--- config.mk ---
export PLATFORM = sky130hd
export DESIGN_NAME = swma_div
export DESIGN_NICKNAME = d
export VERILOG_FILES = /design/src/rtl/swma_pkg.sv /design/src/rtl/swma_div.sv
export SDC_FILE = /design/constraint.sdc
export NUM_CORES = 1
export LEC_CHECK = 0
export ABC_AREA = 1
export BUFFER_PORTS_ARGS = -buffer_cell sky130_fd_sc_hd__buf_4
export CORE_MARGIN = 3
export CORE_UTILIZATION = 55
export CTS_BUF_LIST = sky130_fd_sc_hd__clkbuf_8
export DETAILED_ROUTE_END_ITERATION = 6
export HOLD_SLACK_MARGIN = 0.1
export PLACE_DENSITY = 0.79
export SLEW_MARGIN = 20
export SYNTH_ARGS = -nofsm -noshare
export SYNTH_HDL_FRONTEND = slang
export SYNTH_SLANG_ARGS = --single-unit
--- constraint.sdc ---
create_clock -name clk -period 4.1 [get_ports clk]
set_input_delay 0.615 -clock clk [delete_from_list [all_inputs] [get_ports clk]]
set_output_delay 0.615 -clock clk [all_outputs]
set_load 0.01 [all_outputs]
--- src/rtl/swma_pkg.sv ---
// Package for the sliding-window maximum average block: widths, defaults, shared types.
`timescale 1ns / 1ps

package swma_pkg;

    localparam int SAMPLE_W       = 32;
    localparam int SUM_W          = 42;
    localparam int AVG_W          = 48;
    localparam int LEN_W          = 11;
    localparam int WINDOW_MAX_DEF = 1024;
    localparam int FRAC_BITS_DEF  = 16;

    // request from the window datapath to the divider
    typedef struct packed {
        logic                    start;
        logic                    too_short;
        logic signed [SUM_W-1:0] sum;
    } div_req_t;

    // divider status back to the top level
    typedef struct packed {
        logic busy;
        logic done;
    } div_stat_t;

    // one finished result
    typedef struct packed {
        logic signed [SUM_W-1:0] max_sum;
        logic signed [AVG_W-1:0] max_average;
        logic                    too_short;
    } div_res_t;

endpackage

--- src/rtl/swma_div.sv ---
// Bit-serial restoring divider producing the fixed-point average of the best window sum.
`timescale 1ns / 1ps

module swma_div #(
    parameter int KW        = 11,
    parameter int FRAC_BITS = swma_pkg::FRAC_BITS_DEF
) (
    input  logic                clk,
    input  logic                rst_n,
    input  swma_pkg::div_req_t  req,
    input  logic [KW-1:0]       divisor,
    input  logic                take,
    output swma_pkg::div_stat_t stat,
    output swma_pkg::div_res_t  res
);
    import swma_pkg::*;

    localparam int NW = SUM_W + FRAC_BITS;
    localparam int CNT_W = $clog2(NW + 1);

    typedef enum logic [1:0] {S_IDLE, S_LOAD, S_RUN, S_DONE} state_t;

    state_t                  state_reg;
    logic [NW-1:0]           quo_reg;
    logic [KW:0]             rem_reg;
    logic [CNT_W-1:0]        cnt_reg;
    logic                    neg_reg;
    logic                    short_reg;
    logic signed [SUM_W-1:0] sum_reg;

    logic [SUM_W-1:0]        mag;
    logic [KW:0]             rem_sh;
    logic                    qbit;
    logic [KW:0]             rem_next;
    logic [NW-1:0]           quo_next;
    logic [NW+AVG_W-1:0]     quo_ext;
    logic [AVG_W-1:0]        avg_mag;

    // magnitude of the captured sum; the most negative value maps to 2^41 unsigned
    assign mag = sum_reg[SUM_W-1] ? (SUM_W'(0) - SUM_W'(sum_reg)) : SUM_W'(sum_reg);

    // one quotient bit per cycle
    always_comb
    begin
        rem_sh = {rem_reg[KW-1:0], quo_reg[NW-1]};
        qbit   = (rem_sh >= {1'b0, divisor});
        rem_next = qbit ? (rem_sh - {1'b0, divisor}) : rem_sh;
        quo_next = {quo_reg[NW-2:0], qbit};
    end

    // quotient cut to the average width
    assign quo_ext = {{AVG_W{1'b0}}, quo_reg};
    assign avg_mag = quo_ext[AVG_W-1:0];

    always_ff @(posedge clk or negedge rst_n)
    begin
        if (!rst_n)
        begin
            state_reg <= S_IDLE;
            cnt_reg   <= '0;
        end
        else
        begin
            case (state_reg)
                S_IDLE:
                begin
                    if (req.start)
                    begin
                        short_reg <= req.too_short;
                        sum_reg   <= req.sum;
                        neg_reg   <= req.sum[SUM_W-1];
                        state_reg <= req.too_short ? S_DONE : S_LOAD;
                    end
                end
                S_LOAD:
                begin
                    quo_reg   <= {mag, {FRAC_BITS{1'b0}}};
                    rem_reg   <= '0;
                    cnt_reg   <= CNT_W'(NW);
                    state_reg <= S_RUN;
                end
                S_RUN:
                begin
                    quo_reg <= quo_next;
                    rem_reg <= rem_next;
                    cnt_reg <= cnt_reg - 1'b1;
                    if (cnt_reg == CNT_W'(1))
                        state_reg <= S_DONE;
                end
                S_DONE:
                begin
                    if (take)
                        state_reg <= S_IDLE;
                end
                default:
                begin
                    state_reg <= S_IDLE;
                end
            endcase
        end
    end

    assign stat.busy = (state_reg != S_IDLE);
    assign stat.done = (state_reg == S_DONE);

    // short arrays report zero sums
    always_comb
    begin
        res.too_short = short_reg;
        if (short_reg)
        begin
            res.max_sum     = '0;
            res.max_average = '0;
        end
        else
        begin
            res.max_sum     = sum_reg;
            res.max_average = neg_reg ? (AVG_W'(0) - avg_mag) : avg_mag;
        end
    end

endmodule

==> impl_results.md, run 1 <==
- Crit end category: primary output
- Initial antenna violation count: 0
- Worst ir drop on vdd: 0.000530 V
- Die height: 130 um
- Fin Hold WS: 0.322 ns
- Xor/xnor share of the synthesized area: 0.412%
- Wirelength per Cell: 16.1 um
- CTS root buf: clkbuf_8
- Final hold violations: 0
- Sequential share of the synthesized area: 41.9%
- CTS tree: built
- Die W: 130 um
- Leakage: 0.00467 uW
- Max-slew headroom: 29.3%
- Final Total Pwr: 5780 uW
- Final GP Congestion: 0.944
- Worst path bufs/invs: 2
- RSZ-0062 raised after global routing: false
- Design area: 10100 um2
- Flops & latches, synth: 120
- I/O pin cnt: 151
- Final number of setup-violating endpoints: 0
- HP Class: input pin to flop
- Vias in the first global route: 7805
- Syn Inst Count: 1197
- First DRT Iteration DRCs: 692
- Clock Latency Late Sink: 0.46 ns
- Power Density: 572 nW/um2
- Least-Margin Pin Slew: 1.05 ns
- Post-synth EDFFs: 112
- Max reg flops: 58
- Share of cells above drive strength 1: 17.3%
- Critical Path Max Stage Delay: 0.57 ns
- Area after DPL: 9740 um2
- Worst-path maximum fanout: 31
- Post-synthesis mux area share: 0.118%
- Cell family with most CP delay: simple AND/OR/NAND/NOR gates
- CP Data Required Time: 3.48 ns
- Nets: 1416
- Critical Path Slowest Stage Cell: edfxtp_1
- Hpwl dp: 18.7 mm
- Starting Density: 57.4%
- Vias per cell: 5.47
- Post-Synth Simple-Gate Area: 35.2%
- Setup crit start kind: flop
- Antenna Violating Nets Remaining: 0
- CTS buffer count: 17
- Ys flop type: edfxtp_1
- Post-route DRC: 0
- Asr flop ratio synth: 6.67%
- Diodes inserted: 0
- Detailed-route via count: 8395
- Yosys cell types: 42
- Area Overhead vs Synth: 18.8%
- Clock skew: 0.0156 ns
- FP Rows: 44
- Total grt overflow: 0
- Post-Syn Nets: 1274
- Filler cell count: 1327
- First-pass GRT wire length: 39.1 mm
- Pre-Repair DR Iteration Count: 5
- Setup tns final: 0 ns
- Largest net degree at the start of global routing: 59
- Largest family of logic cells by synthesized area: simple AND/OR/NAND/NOR gates
- Syn Std Cell Area: 8500 um2
- IO Port Bufs: 150
- Most used cell, CP: nand2_1
- Total GRT Usage: 29.6%
- Critical Path AT: 2.43 ns
- Crit path kind: flop to primary output
- Period minus WS final: 3.04 ns
- Run status: completed
- Fmax: 329 MHz
- Max-cap violations: 0
- Synth Area per Inst: 7.10 um2
- Maximum clock insertion buffer count: 2
- Clock transition at path regs: 0.09 ns
- Final Cycle Share: 74.1%
- H-tree depth: 4
- Area of the die: 17000 um2
- Crit-path cells: buf_4 > nand2_1 > nand2_1 > nor2_4 > nand4_1 > nand2_1 > nand2_1 > nor2_1 > buf_4
- Drt total wl: 24.8 mm
- Core area: 14800 um2
- Synth Area in Adders: 2.88%
- Post-synthesis compound-gate area fraction: 10.6%
- Ys Warns: 0
- CTS Sinks: 120
- Max-slew violations: 0
==> worst paths after layout <==
kind,end,start,slack [ns],depth (start not counted)
max,res[36],neg_reg,1.06,9
min,sum_reg[3],req[3],0.32,1
max reg2reg,quo_reg[45],state_reg[0],1.54,6
min reg2reg,quo_reg[52],quo_reg[51],0.53,2
max in group asynchronous,cnt_reg[5],rst_n,3.44,2
min in group asynchronous,state_reg[0],rst_n,0.51,2
==> power by group <==
group | total [uW] | switching (uW) | internal (uW) | leakage [uW]
clock | 975 | 547 | 428 | 0.000177
sequential | 2230 | 329 | 1900 | 0.00114
combinational | 2570 | 1690 | 887 | 0.00336
==> through the flow <==
stage / cells / utilization, % / worst slack [ns]
5_1_grt: 1536 / 68.2 / 0.862
3_5_place_dp: 1503 / 65.7 / 1.48
6_report: 1536 / 68.2 / 1.06
3_3_place_gp: 1503 / 65.7 / 1.55
2_1_floorplan: 1197 / - / 1.08
4_1_cts: 1536 / 68.2 / 1.08
==> what timing repair did <==
action	4_1_cts	5_1_grt
gates resized for setup	0	0
hold endpoints to repair	8	0
setup buffers	0	0
hold buffers	1	0
==> placed cells by master, fill, tap and decap left out, types with 2 or more instances in the layout <==
cell type	Yosys	layout
nand4_1	30	30
nor2_2	16	16
o21ai_0	88	88
nand2_2	8	8
o21ai_2	4	4
nor3_1	6	6
nand3_1	99	99
nand2_1	297	297
inv_1	145	143
buf_4	3	157
clkbuf_8	0	17
clkinvlp_4	0	2
inv_2	1	2
nand3b_1	2	2
inv_6	0	5
nor2_1	230	229
clkinv_2	0	2
xor2_1	3	3
a21oi_1	59	59
o21ai_1	9	9
a31oi_1	4	4
edfxtp_1	112	112
nor2_4	3	4
nand3_2	2	2
clkinv_1	0	2
ha_1	18	17
dfrtp_1	8	8
clkinv_4	0	4
or2_2	2	2
==> routing by layer <==
layer  GRT usage, %  part of all wire (%)  up-vias
met3           7.12                   8.5       49
met2           46.4                    45      361
met4           9.72                   2.3        0
met5              0                     0        -
li1               -                     -     4227
met1           40.6                    44     3758
==> cells in the mapped netlist (6+ instances only) <==
cell type | n | area share (%)
nand2_1 | 297 | 13
nor2_1 | 230 | 10
inv_1 | 145 | 6.4
edfxtp_1 | 112 | 40
nand3_1 | 99 | 5.8
o21ai_0 | 88 | 5.2
a21oi_1 | 59 | 3.5
nand4_1 | 30 | 2.2
ha_1 | 18 | 2.6
nor2_2 | 16 | 1.2
clkbuf_1 | 15 | 0.66
buf_2 | 10 | 0.59
o21ai_1 | 9 | 0.53
dfrtp_1 | 8 | 2.4
nand2_2 | 8 | 0.59
buf_6 | 6 | 0.79
nor3_1 | 6 | 0.35
==> worst register-to-register path, delay by kind of cell (launching register included) <==
family | cells | cell delay, ns
adder cells (fa/ha/maj) | 1 | 0.18
AO/OA/AOI/OAI | 1 | 0.10
flip-flops | 1 | 0.41
AND/OR/NAND/NOR | 1 | 0.14
buffers and inverters | 3 | 1.47
==> logic make-up (layout without fill, tap and decap cells) <==
kind of cell               Yosys count  in the layout
AOI/OAI and AO/OA                  170            170
xor gates and xnor gates             4              4
adders and majority gates           19             19
muxes                                1              1
buffers and inverters              182            337
and+or+nand+nor                    701            701
DFF                                120            120
==> layout make-up <==
class / instances / area (um2) / area share (%)
clock buffer: 17 / 234 / 2.32
clock inverter: 15 / 119 / 1.18
inverter: 146 / 548 / 5.43
multi-input combinational: 895 / 4200 / 41.5
sequential: 120 / 3560 / 35.3
tap: 184 / 230 / 2.28
timing repair buffer: 159 / 1210 / 12.0
No activity file was read; power rests on OpenSTA's default activity.
==> inputs of run 2 (changes only) <==
Clock period 4.1 ns to 2.9 ns, I/O delays scaled along.
==> run 2 against run 1 <==
Via count shrank 0.45%. Core utilization is 0.45 points higher. Clock skew is 0.0036 ns lower. Die area unchanged. Cell count rose by 0.46%. Worst hold slack worse by 0.16 ns. Clock-buffer cell count unchanged. Power rose by 42%. Sequential power rose by 41%. Largest power group unchanged. Highest routed layer unchanged.
==> impl_results.md, run 2 (synthesis gave the netlist of run 1 again) <==
- Total grt overflow: 0
- CTS buffer count: 17
- Design area: 10200 um2
- Commonest non-fill, non-tap cell in the layout: nand2_1
- Clock transition at path regs: 0.08 ns
- Critical Path Slowest Stage Cell: edfxtp_1
- Clock Latency Late Sink: 0.45 ns
- Wirelength per Cell: 15.6 um
- Final GP Congestion: 0.948
- First-pass GRT wire length: 38.2 mm
- Placed Instances: 1510
- CP Data Required Time: 2.47 ns
- Setup tns final: 0 ns
- Vias per cell: 5.42
- Run status: completed
- Detailed-route via count: 8357
- H-tree depth: 4
- Clock skew: 0.0120 ns
- Setup crit start kind: flop
- Critical Path AT: 2.28 ns
- Met2 Use GR: 44.6%
- Largest net degree at the start of global routing: 48
- Area after DPL: 9790 um2
- Most used cell, CP: buf_4
- Register area: 3560 um2
- Starting Density: 57.4%
- Power Density: 807 nW/um2
- Hpwl dp: 18.6 mm
- Die W: 130 um
- Post-route DRC: 0
- Nets: 1423
- Area Overhead vs Synth: 19.6%
- Hold depth: 1
- Final Cycle Share: 93.5%
- Critical Path Max Stage Delay: 0.53 ns
- Most frequent cells in the layout: nand2_1, nor2_1, buf_4
- Crit end category: primary output
- Antenna Violating Nets Remaining: 0
- Diodes inserted: 0
- Filler cell count: 1301
- Period minus WS final: 2.71 ns
- IO Port Bufs: 150
- Leakage: 0.00470 uW
- Post-Layout Cell Count: 1543
- First DRT Iteration DRCs: 708
- HP Class: input pin to flop
- Worst ir drop on vdd: 0.000664 V
- Least-Margin Pin Slew: 0.753 ns
- Final hold violations: 0
- Max-slew violations: 0
- Met3 GRT Util: 6.26%
- Final number of setup-violating endpoints: 0
- R2R cell count: 11
- Core area: 14800 um2
- Worst-path maximum fanout: 22
- Max-cap violations: 0
- Multi-input logic area: 4200 um2
- RSZ-0062 raised after global routing: false
- CTS tree: built
- Maximum clock insertion buffer count: 2
- Fmax: 369 MHz
- Met1 usage in global routing: 40.3%
- Drt total wl: 24.1 mm
- Max-slew headroom: 49.7%
- Fin Hold WS: 0.161 ns
- CTS root buf: clkbuf_8
- CTS Sinks: 120
- FP Rows: 44
- Area of the die: 17000 um2
- I/O pin cnt: 151
- Total GRT Usage: 29.0%
- Pre-Repair DR Iteration Count: 6
- Die height: 130 um
- Crit path kind: flop to primary output
- GRT Max-Usage Layer: met2
- Vias in the first global route: 7669
- Crit-path cells: buf_4 > buf_4 > o21ai_1 > nand2_2 > nor2_2 > nor2_1 > nor2_1 > buf_4
- Max reg flops: 58
- Worst setup margin: 0.190 ns
- Post-Place Worst Slack: 0.460 ns
- Initial antenna violation count: 0
- Share of cells above drive strength 1: 17.8%
run 2: worst paths after layout:
kind                             startpoint           to  slack, ns
worst max-delay path                neg_reg      res[31]       0.19
worst min-delay path                req[30]  sum_reg[30]       0.16
worst max register to register  quo_reg[57]   rem_reg[6]       0.55
worst min register to register  quo_reg[55]  quo_reg[56]       0.52
max in group asynchronous             rst_n   cnt_reg[0]       2.40
min in group asynchronous             rst_n   cnt_reg[1]       0.35
run 2: final cells by class:
type                            count  share of cell area (%)
Clock buffer                       17                    2.30
Clock inverter                     15                    1.28
Inverter                          146                    5.39
Multi-Input combinational cell    895                    41.3
Sequential cell                   120                    35.1
Tap cell                          184                    2.26
Timing Repair Buffer              166                    12.4
run 2: timing repair:
item | in CTS | in global routing
buffers inserted | 0 | 0
endpoints found under the hold margin | 8 | 0
endpoints found under the setup margin | 0 | 2
resized for setup | 0 | 1
hold buffers | 1 | 0
run 2: worst max-delay path: cells and delay by family, from the launching register on:
family                 cells  cell delay (ns)
AO/OA/AOI/OAI              1             0.23
buffers and inverters      3             0.60
flip-flops                 1             0.53
AND/OR/NAND/NOR            4             0.47
run 2: per-layer routing:
layer  part of all wire, %  vias up  routed length [um]
met5                     0        -                   0
met4                   2.9        0                 697
met3                   8.5       52                2040
met2                    45      350               10800
met1                    44     3735               10500
li1                      -     4220                   -
run 2: through the flow:
stage	util, %	power (uW)
6_report	68.6	8210
5_1_grt	68.6	8870
4_1_cts	68.6	8220
3_5_place_dp	66.1	6800
3_3_place_gp	66.1	6710
2_1_floorplan	-	5550
run 2: where the power goes:
group          switching (uW)  total (uW)  internal (uW)
combinational            2400        3670           1280
sequential                454        3140           2680
clock                     723        1400            674
total                    3580        8210           4630
==> inputs of run 3 (changes only) <==
Settings changed: ABC_AREA 1 to not set, CORE_UTILIZATION 55 to 52.
Clock period 2.9 ns to 2.3 ns, I/O delays scaled along.
==> run 3 against run 2 <==
The run now ends with setup timing left. Sequential cell count unchanged. Register-to-register slack lost 1.1 ns. Core utilization increased by 19 points. Clock power is 29% higher. First-iteration DRC count grew 61%. Die area fell by 3.6%. Power up 54%. Via count rose by 1.1%. Synthesized cell count is 34% lower. Wire length up 29%.
==> impl_results.md, run 3 <==
- Crit end category: primary output
- Nets: 1239
- Initial antenna violation count: 0
- Total GRT Usage: 31.8%
- Area of the die: 16400 um2
- Die height: 128 um
- Max-cap violations: 0
- Ys Warns: 0
- Worst ir drop on vdd: 0.000661 V
- Critical Path AT: 2.98 ns
- Post-Layout Cell Count: 1354
- CTS tree: built
- CTS root buf: clkbuf_8
- Pre-Repair DR Iteration Count: 6
- Asr flop ratio synth: 6.67%
- H-tree depth: 4
- Flops & latches, synth: 120
- RSZ-0062 raised after global routing: true
- Least-Margin Pin Slew: 0.747 ns
- FP Rows: 43
- Multi-input logic area: 4990 um2
- Final hold violations: 0
- Detailed-route via count: 8451
- Count leader, synth: edfxtp_1
- I/O pin cnt: 151
- Power Density: 1010 nW/um2
- Final GP Congestion: 0.943
- Max-slew violations: 0
- Vias in the first global route: 7869
- HP Class: input pin to asynchronous set/reset pin
- Synth Area per Inst: 9.75 um2
- Commonest non-fill, non-tap cell in the layout: buf_4
- Area leader, netlist: edfxtp_1
- Most frequent cells in the layout: buf_4, edfxtp_1, nor2_1
- Syn Inst Count: 793
- Starting Density: 54.4%
- Fmax: 301 MHz
- Register area: 3560 um2
- Antenna Violating Nets Remaining: 0
- Setup crit start kind: flop
- Cell family with most CP delay: simple AND/OR/NAND/NOR gates
- CTS Sinks: 120
- Reg2reg end: quo_reg[55]
- Wirelength per Cell: 22.8 um
- Max reg flops: 58
- Clock Latency Late Sink: 0.47 ns
- Final number of setup-violating endpoints: 74
- IO Port Bufs: 150
- Clock skew: 0.0151 ns
- Largest net degree at the start of global routing: 92
- Main area contributors after synthesis: edfxtp_1, xor2_1, o21ai_0, nor2_1, nand2_1
- Clock transition at path regs: 0.07 ns
- Critical Path Slowest Stage Cell: or4_4
- Crit path kind: flop to primary output
- Worst R2R Setup Slack: -0.56 ns
- Sequential share of the synthesized area: 46.1%
- Post-Syn Nets: 870
- CP Data Required Time: 1.96 ns
- Leakage: 0.00530 uW
- Period minus WS final: 3.32 ns
- Core area: 14200 um2
- Critical Path Max Stage Delay: 0.55 ns
- R2R cell count: 8
- Design area: 12500 um2
- Drt total wl: 30.9 mm
- Max-slew headroom: 49.8%
- Hpwl dp: 16.2 mm
- First DRT Iteration DRCs: 1137
- Yosys cell types: 63
- Syn Std Cell Area: 7730 um2
- Post-route DRC: 0
- Placed Instances: 1240
- Share of cells above drive strength 1: 44.9%
- Total grt overflow: 0
- Area after DPL: 10300 um2
- Final Cycle Share: 144%
- Vias per cell: 6.24
- Filler cell count: 627
- Run status: complete, but fails checks
- Die W: 128 um
- Worst-path maximum fanout: 5
- Post-synth EDFFs: 112
- Worst setup margin: -1.02 ns
- Ys flop type: edfxtp_1
- Reg2reg start: sum_reg[14]
- Yosys top cell area share: 43.5%
- Maximum clock insertion buffer count: 2
- Post-Place Worst Slack: -0.583 ns
- Diodes inserted: 0
- First-pass GRT wire length: 40.8 mm
- Area Overhead vs Synth: 61.5%
- Worst path bufs/invs: 2
- Crit-path cells: or4_4 > or4_4 > o41ai_4 > buf_4 > a21boi_2 > xor2_1 > nor2_1 > buf_4
- Failing checks: setup timing
- CTS buffer count: 17
- Top cells by count, synth: edfxtp_1, nor2_1, nand2_1
## run 3: cell types whose count changed in the layout (fill, tap and decap cells not counted), moves of 19 or more
cell / before / now
nand2_1: 297 / 60
nor2_1: 228 / 77
buf_4: 164 / 310
inv_1: 144 / 32
nand3_1: 99 / 14
o21ai_0: 88 / 29
xor2_1: 3 / 57
a21oi_1: 59 / 13
nor2b_1: 0 / 45
dlygate4sd3_1: 1 / 44
buf_6: 0 / 28
nand4_1: 30 / 8
xnor2_1: 1 / 21
o41ai_4: 0 / 19
## run 3: cells by family (layout without fill, tap and decap cells)
family / Yosys count / after routing / synth area share (%)
AO/OA/AOI/OAI: 169 / 169 / 14.8
XOR/XNOR: 90 / 90 / 10.2
adder cells (fa/ha/maj): 19 / 19 / 3.17
buffers and inverters: 71 / 452 / 3.59
flip-flops: 120 / 120 / 46.1
multiplexers: 10 / 10 / 1.41
AND/OR/NAND/NOR: 314 / 314 / 20.7
## run 3: worst max-delay path by stage
stage / start / depth (start not counted) / slack, ns / end
finish: quo_reg[13] / 8 / -1.02 / res[42]
floorplan: quo_reg[11] / 7 / -0.42 / res[44]
global placement: quo_reg[13] / 8 / -0.55 / res[29]
global route: quo_reg[13] / 8 / -1.13 / res[42]
detailed placement: quo_reg[13] / 8 / -0.58 / res[29]
CTS: quo_reg[13] / 8 / -1.0 / res[29]
## run 3: area by class of cell
| class | count | share of cell area [%] |
|---|---|---|
| repair buffers | 390 | 26.0 |
| clock inverters | 14 | 0.962 |
| inverters | 31 | 0.932 |
| flip-flops and latches | 120 | 28.5 |
| multi-input cells | 602 | 39.9 |
| well taps | 180 | 1.80 |
| clock buffers | 17 | 1.87 |
## run 3: stage by stage
stage	total power, uW	hold slack, ns	util, %	setup TNS, ns
floorplan	6770	0.0494	-	-6.36
global placement	9120	0.174	72.3	-16.56
detailed placement	9280	0.176	72.3	-19.37
CTS	11600	0.218	83.0	-30.68
global route	13200	0.255	87.9	-44.83
finish	12600	0.240	87.9	-39.99
## run 3: repair_timing
item                       CTS  global route
resized for setup          128           127
setup endpoints to repair   80            89
hold endpoints to repair    51             0
cloned                       0             0
pin swaps                   62            87
setup buffers               21            24
hold buffers                44             0
## run 3: power by group
part           switching (uW)  internal [uW]
Combinational            3820           3050
Clock                     891            923
Sequential                533           3380
## run 3: metal layers
metal | up-vias | global-route usage [%] | part of all wire, %
li1 | 3622 | - | -
met1 | 3991 | 39.2 | 35
met2 | 665 | 53.3 | 49
met3 | 173 | 7.88 | 10
met4 | 0 | 13.4 | 6.4
met5 | - | 0 | 0
